<file path="src/rtl/core/u8u16_pkg.sv">
package u8u16_pkg;

   // Sequence lengths held in the state
   localparam logic [2:0] SEQ_NONE = 3'd0;
   localparam logic [2:0] SEQ_LEN2 = 3'd2;
   localparam logic [2:0] SEQ_LEN3 = 3'd3;
   localparam logic [2:0] SEQ_LEN4 = 3'd4;

   localparam logic [15:0] HIGH_SURR_BASE = 16'hD800;
   localparam logic [15:0] LOW_SURR_BASE  = 16'hDC00;
   localparam logic [20:0] SUPP_BASE      = 21'h10000;

   // Result queue depth
   localparam int RSP_DEPTH = 4;
   localparam int RSP_PTR_W = $clog2(RSP_DEPTH);

   typedef struct packed {
      logic [7:0] held0;
      logic [7:0] held1;
      logic [7:0] held2;
      logic [1:0] count;
      logic [2:0] need;
   } u8u16_state_type;

   typedef struct packed {
      logic [15:0] code_unit;
      logic        unit_valid;
      logic        string_end;
   } u8u16_res_type;

   typedef struct packed {
      u8u16_state_type next_state;
      logic [1:0]      res_count;
      u8u16_res_type   res0;
      u8u16_res_type   res1;
   } u8u16_step_type;

endpackage

</file>
<file path="src/rtl/core/u8u16_ifs.sv">
interface u8u16_req_if;
   logic       valid;
   logic       ready;
   logic [7:0] byte_value;
   logic       last_byte;

   modport source (output valid, output byte_value, output last_byte, input ready);
   modport sink   (input valid, input byte_value, input last_byte, output ready);
endinterface

interface u8u16_rsp_if;
   logic        valid;
   logic        ready;
   logic [15:0] code_unit;
   logic        unit_valid;
   logic        string_end;

   modport source (output valid, output code_unit, output unit_valid, output string_end,
                   input ready);
   modport sink   (input valid, input code_unit, input unit_valid, input string_end,
                   output ready);
endinterface

</file>
<file path="src/rtl/core/u8u16_decode.sv">
module u8u16_decode
   import u8u16_pkg::*;
(
   input  logic            [7:0] byte_value,
   input  logic                  last_byte,
   input  u8u16_state_type       state,
   output u8u16_step_type        step
);

   logic            idle;
   logic            complete;
   logic [20:0]     cp;
   logic [20:0]     cp_off;
   u8u16_state_type post;
   logic [1:0]      n_units;
   logic [15:0]     u0;
   logic [15:0]     u1;

   assign idle     = (state.need == SEQ_NONE);
   assign complete = !idle && (({1'b0, state.count} + 3'd1) >= state.need);

   // Code point of a completed sequence
   always_comb begin
      case (state.need)
         SEQ_LEN2: cp = {10'd0, state.held0[4:0], byte_value[5:0]};
         SEQ_LEN3: cp = {5'd0, state.held0[3:0], state.held1[5:0], byte_value[5:0]};
         default:  cp = {state.held0[2:0], state.held1[5:0], state.held2[5:0],
                         byte_value[5:0]};
      endcase
   end

   assign cp_off = cp - SUPP_BASE;

   // State update, unit collection and the end-of-string rescan
   always_comb begin
      post    = state;
      n_units = 2'd0;
      u0      = 16'd0;
      u1      = 16'd0;

      if (idle) begin
         if (!byte_value[7]) begin
            n_units = 2'd1;
            u0      = {8'd0, byte_value};
         end else if (byte_value[7:5] == 3'b110) begin
            post.need = SEQ_LEN2;
         end else if (byte_value[7:4] == 4'hE) begin
            post.need = SEQ_LEN3;
         end else if (byte_value[7:3] == 5'h1E) begin
            post.need = SEQ_LEN4;
         end
         if (post.need != SEQ_NONE) begin
            post.held0 = byte_value;
            post.count = 2'd1;
         end
      end else if (complete) begin
         if (cp[20:16] != 5'd0) begin
            n_units = 2'd2;
            u0      = HIGH_SURR_BASE + {5'd0, cp_off[20:10]};
            u1      = LOW_SURR_BASE | {6'd0, cp_off[9:0]};
         end else begin
            n_units = 2'd1;
            u0      = cp[15:0];
         end
         post = '0;
      end else begin
         if (state.count == 2'd1) post.held1 = byte_value;
         else                     post.held2 = byte_value;
         post.count = state.count + 2'd1;
      end

      // String ends inside a sequence: drop the lead, rescan the rest
      if (last_byte && (post.need != SEQ_NONE)) begin
         if (post.count == 2'd2) begin
            if (!post.held1[7]) begin
               n_units = 2'd1;
               u0      = {8'd0, post.held1};
            end
         end else if (post.count == 2'd3) begin
            if (!post.held1[7]) begin
               n_units = 2'd1;
               u0      = {8'd0, post.held1};
               if (!post.held2[7]) begin
                  n_units = 2'd2;
                  u1      = {8'd0, post.held2};
               end
            end else if (post.held1[7:5] == 3'b110) begin
               n_units = 2'd1;
               u0      = {5'd0, post.held1[4:0], post.held2[5:0]};
            end else if (!post.held2[7]) begin
               n_units = 2'd1;
               u0      = {8'd0, post.held2};
            end
         end
         post = '0;
      end
   end

   // Result items
   always_comb begin
      step.next_state = post;
      if (last_byte && (n_units == 2'd0)) begin
         step.res_count = 2'd1;
         step.res0      = '{code_unit: 16'd0, unit_valid: 1'b0, string_end: 1'b1};
         step.res1      = '0;
      end else begin
         step.res_count = n_units;
         step.res0      = '{code_unit: u0, unit_valid: 1'b1,
                            string_end: last_byte && (n_units == 2'd1)};
         step.res1      = '{code_unit: u1, unit_valid: 1'b1, string_end: last_byte};
      end
   end

endmodule

</file>
<file path="src/rtl/core/utf8_to_utf16_decoder_core.sv">
// UTF-8 to UTF-16 decoder core.
// Each byte is held in the input register, decoded, and its items written to the result queue.
// Throughput: one byte per cycle while the queue has room; a surrogate pair adds two items,
// which the 4-entry result queue absorbs; input stalls while it holds more than two items.
// Reset (synchronous, active high) empties the input register and result
// queue and drops any partly received sequence.
module utf8_to_utf16_decoder_core
   import u8u16_pkg::*;
(
   input  logic clock,
   input  logic reset,
   u8u16_req_if.sink   req_if,
   u8u16_rsp_if.source rsp_if
);

   logic                 in_valid_ff;
   logic [7:0]           in_byte_ff;
   logic                 in_last_ff;
   u8u16_state_type      state_ff;
   u8u16_step_type       step;
   logic                 fire;
   logic                 push;
   logic                 pop;

   u8u16_res_type        rsp_mem_ff [RSP_DEPTH];
   logic [RSP_PTR_W-1:0] wr_ptr_ff;
   logic [RSP_PTR_W-1:0] wr_ptr_in;
   logic [RSP_PTR_W-1:0] rd_ptr_ff;
   logic [RSP_PTR_W:0]   cnt_ff;
   logic [RSP_PTR_W:0]   cnt_in;

   // Decode fires when the queue has room for two items
   assign fire          = in_valid_ff && (cnt_ff <= (RSP_PTR_W + 1)'(RSP_DEPTH - 2));
   assign req_if.ready  = !in_valid_ff || fire;
   assign push          = fire && (step.res_count != 2'd0);
   assign pop           = rsp_if.valid && rsp_if.ready;

   u8u16_decode u_decode (
      .byte_value (in_byte_ff),
      .last_byte  (in_last_ff),
      .state      (state_ff),
      .step       (step)
   );

   // Input register
   always_ff @(posedge clock) begin
      if (reset) begin
         in_valid_ff <= 1'b0;
      end else if (req_if.valid && req_if.ready) begin
         in_valid_ff <= 1'b1;
      end else if (fire) begin
         in_valid_ff <= 1'b0;
      end
      if (req_if.valid && req_if.ready) begin
         in_byte_ff <= req_if.byte_value;
         in_last_ff <= req_if.last_byte;
      end
   end

   // Sequence state
   always_ff @(posedge clock) begin
      if (reset) begin
         state_ff <= '0;
      end else if (fire) begin
         state_ff <= step.next_state;
      end
   end

   // Result queue
   always_comb begin
      wr_ptr_in = wr_ptr_ff;
      cnt_in    = cnt_ff;
      if (push) begin
         wr_ptr_in = wr_ptr_ff + RSP_PTR_W'(step.res_count);
         cnt_in    = cnt_ff + (RSP_PTR_W + 1)'(step.res_count);
      end
      if (pop) begin
         cnt_in = cnt_in - (RSP_PTR_W + 1)'(1);
      end
   end

   always_ff @(posedge clock) begin
      if (reset) begin
         wr_ptr_ff <= '0;
         rd_ptr_ff <= '0;
         cnt_ff    <= '0;
      end else begin
         wr_ptr_ff <= wr_ptr_in;
         cnt_ff    <= cnt_in;
         if (pop) begin
            rd_ptr_ff <= rd_ptr_ff + RSP_PTR_W'(1);
         end
      end
      if (push) begin
         rsp_mem_ff[wr_ptr_ff] <= step.res0;
         if (step.res_count == 2'd2) begin
            rsp_mem_ff[wr_ptr_ff + RSP_PTR_W'(1)] <= step.res1;
         end
      end
   end

   assign rsp_if.valid      = (cnt_ff != '0);
   assign rsp_if.code_unit  = rsp_mem_ff[rd_ptr_ff].code_unit;
   assign rsp_if.unit_valid = rsp_mem_ff[rd_ptr_ff].unit_valid;
   assign rsp_if.string_end = rsp_mem_ff[rd_ptr_ff].string_end;

endmodule

</file>
<file path="src/flat_wrapper.sv">
// flat-port wrapper written by rule: the top's interface ports become plain ports
module utf8_to_utf16_decoder_core_flat import u8u16_pkg::*;
  (clock, reset, req_if_valid, req_if_byte_value, req_if_last_byte, req_if_ready, rsp_if_valid, rsp_if_code_unit, rsp_if_unit_valid, rsp_if_string_end, rsp_if_ready);
  u8u16_req_if req_if_i ();
  u8u16_rsp_if rsp_if_i ();
  input  logic clock;
  input  logic reset;
  input wire logic [$bits(req_if_i.valid)-1:0] req_if_valid;
  input wire logic [$bits(req_if_i.byte_value)-1:0] req_if_byte_value;
  input wire logic [$bits(req_if_i.last_byte)-1:0] req_if_last_byte;
  output wire logic [$bits(req_if_i.ready)-1:0] req_if_ready;
  output wire logic [$bits(rsp_if_i.valid)-1:0] rsp_if_valid;
  output wire logic [$bits(rsp_if_i.code_unit)-1:0] rsp_if_code_unit;
  output wire logic [$bits(rsp_if_i.unit_valid)-1:0] rsp_if_unit_valid;
  output wire logic [$bits(rsp_if_i.string_end)-1:0] rsp_if_string_end;
  input wire logic [$bits(rsp_if_i.ready)-1:0] rsp_if_ready;
  assign req_if_i.valid = req_if_valid;
  assign req_if_i.byte_value = req_if_byte_value;
  assign req_if_i.last_byte = req_if_last_byte;
  assign req_if_ready = req_if_i.ready;
  assign rsp_if_valid = rsp_if_i.valid;
  assign rsp_if_code_unit = rsp_if_i.code_unit;
  assign rsp_if_unit_valid = rsp_if_i.unit_valid;
  assign rsp_if_string_end = rsp_if_i.string_end;
  assign rsp_if_i.ready = rsp_if_ready;
  utf8_to_utf16_decoder_core u_core (.clock(clock), .reset(reset), .req_if(req_if_i), .rsp_if(rsp_if_i));
endmodule
</file>
<file path="config.mk">
export PLATFORM = sky130hd
export DESIGN_NAME = utf8_to_utf16_decoder_core_flat
export DESIGN_NICKNAME = d
export VERILOG_FILES = /design/src/rtl/core/u8u16_pkg.sv /design/src/rtl/core/u8u16_ifs.sv /design/src/rtl/core/u8u16_decode.sv /design/src/rtl/core/utf8_to_utf16_decoder_core.sv /design/src/flat_wrapper.sv
export SDC_FILE = /design/constraint.sdc
export NUM_CORES = 1
export LEC_CHECK = 0
export ABC_AREA = 1
export BUFFER_PORTS_ARGS = -buffer_cell sky130_fd_sc_hd__buf_2
export CAP_MARGIN = 30
export CORE_ASPECT_RATIO = 1.2
export CORE_UTILIZATION = 57
export CTS_CLUSTER_SIZE = 24
export DETAILED_ROUTE_END_ITERATION = 8
export PLACE_DENSITY = 0.78
export SKIP_LAST_GASP = 1
export SYNTH_ARGS = -nofsm -noshare
export SYNTH_HDL_FRONTEND = slang
export SYNTH_HIERARCHICAL = 1
export SYNTH_SLANG_ARGS = --single-unit
</file>
<file path="constraint.sdc">
create_clock -name clock -period 4.4 [get_ports clock]
set_input_delay 0.44 -clock clock [delete_from_list [all_inputs] [get_ports clock]]
set_output_delay 0.44 -clock clock [all_outputs]
set_load 0.01 [all_outputs]
</file>
==> results.toml <==
[timing]
slew_headroom = 0.373
fin_setup_tns_ps = 0
drv_slew = 0
worstMarginPinSlew_ps = 935
fmax_ghz = 0.244
layout_min_cycle_time_ps = 4090
fin_crit_sh = 0.930
finalHoldViolCount = 0
setup_viol = 0
hold_ws_ps = 192
finClkSkew_ps = 7.91

[floorplanning]
die-width_um = 107
start_util = 0.589
top_level_ports = 33
die_h_um = 128
die-area_um2 = 13700
num_rows = 45
design.core.area_um2 = 12800

[power_and_ir_drop]
ir_drop_v = 0.000316
power_mw = 5.63
p_leak_nw = 3.72
powerDensity_nw_per_um2 = 666

[global_routing]
antenna_found_initial = 0
grt_pass1_vias = 6464
grt_pass1_wl_mm = 32.9
grt_start_max_net_pins = 38
grt_use_total = 0.317
grt-ovfl-total = 0

[route]
dr.first_iter.drc_count = 689
drc = 0
vias_per_cell = 5.73
finalWirelength_mm = 20.9
drt-pass1-iter-count = 7
ant_nets = 0
vias = 7035
routedWlPerCell_um = 17.1

[clocking]
path_clk_slew_ps = 60
worstSkewPairLatency_ps = 420
cts_max_level = 4
cts_buffers = 17
tritoncts = "done"
cts_buffer_depth = 2
hold_buffers = 0
root_buffer = "clkbuf_16"
cts.sinks = 117

[synthesis]
synthesis.area_um2 = 7520
synthCells = 1022
yosysWarnings = 6
syn_nets = 1045
avgSynthCellArea_um2 = 7.36

[layout]
area_growth_pct = 12.4
drive_gt1_frac = 0.151
nNetsFinal = 1074
antenna_cells = 0
fill_cells = 1062

[worst_setup_path]
startpoint_type = "flop"
critPathSlowestCell = "fa_1"
crit_required_ps = 4760
critical_path_class = "flop to flop"
cp.arrival_ps = 4450
path_buf_inv = 8
ff2ff_setup_slack_ps = 310
path_common_cell = "inv_1"
worstPathMaxFanout = 9
path_delay_family = "adder cells"
end_kind = "flop"
critPathMaxStageDelay_ps = 400

[status]
status = "finished clean"

[flow_run]
maxCapViolCount = 0

[hold_path]
hold_class = "primary input to flop"

[placed_design]
gp_congestion = 0.989
numPortBuffers = 32
place_hpwl_mm = 13.8
## worst register-to-register path: cells and delay by family (launching register included)
kind | cells | cell delay [ps]
buffers and inverters | 8 | 680
flip-flops | 1 | 370
AND/OR/NAND/NOR | 14 | 1320
adder cells (fa/ha/maj) | 5 | 1510
AO/OA/AOI/OAI | 1 | 180
## final cells by class
cell class,instances,area [um2],area share
clock inverter,13,171,0.0203
clock buffer,19,453,0.0536
tap,164,205,0.0243
multi-input combinational,768,3750,0.444
sequential,117,3150,0.373
inverter,90,360,0.0426
timing repair buffer,57,360,0.0426
## cells in the final DEF (no fill, tap or decap), types with 12 or more instances in the layout
master       n
buf_2       32
nand4_1     12
dfxtp_1     35
o22ai_1     22
edfxtp_1    81
a21oi_1     32
nand3_1     28
buf_4       24
nand2_1    339
clkbuf_16   17
inv_1       71
o21ai_0     80
o21ai_1     17
nor2_1     148
## metal layers
layer,part of all wire,track usage,vias up
met4,0.055,0.190,0
met3,0.068,0.0554,109
li1,-,-,3412
met2,0.50,0.562,359
met5,0,0,-
met1,0.38,0.353,3155
## sequential cells by signal, indices dropped and copies added (netlist names), named ones only
register            count
u_core/state_ff        26
u_core/rsp_mem_ff      72
u_core/in_byte_ff       8
u_core/in_valid_ff      1
u_core/rd_ptr_ff        2
u_core/wr_ptr_ff        2
u_core/cnt_ff           3
u_core/in_last_ff       1
## metrics by stage
stage / std cells / util / area, um2 / setup WS [ps]
5_1_grt: 1228 / 0.662 / 8460 / -6.84
3_5_place_dp: 1189 / 0.604 / 7720 / 146
2_1_floorplan: 1022 / - / 7520 / 291
4_1_cts: 1221 / 0.653 / 8350 / 81.7
6_report: 1228 / 0.662 / 8460 / 308
3_3_place_gp: 1189 / 0.604 / 7720 / 290
## worst paths after layout
path                       start                 end  cells after the start
max           u_core/state_ff[4]    u_core/cnt_ff[1]                     28
min reg2reg  u_core/rd_ptr_ff[1]                flop                      2
max reg2reg   u_core/state_ff[4]    u_core/cnt_ff[1]                     28
min                        reset  u_core/in_valid_ff                      2
## timing repair
action	in CTS	in global routing
endpoints found under the setup margin	0	74
setup buffers	0	7
gates resized for setup	0	9
## where the power goes
group | leakage, nW | switching (mW) | internal, mW
sequential | 1.05 | 0.120 | 1.44
combinational | 2.37 | 1.76 | 0.848
clock | 0.301 | 0.537 | 0.928
total | 3.72 | 2.42 | 3.21
(Power assumes the default switching activity.)
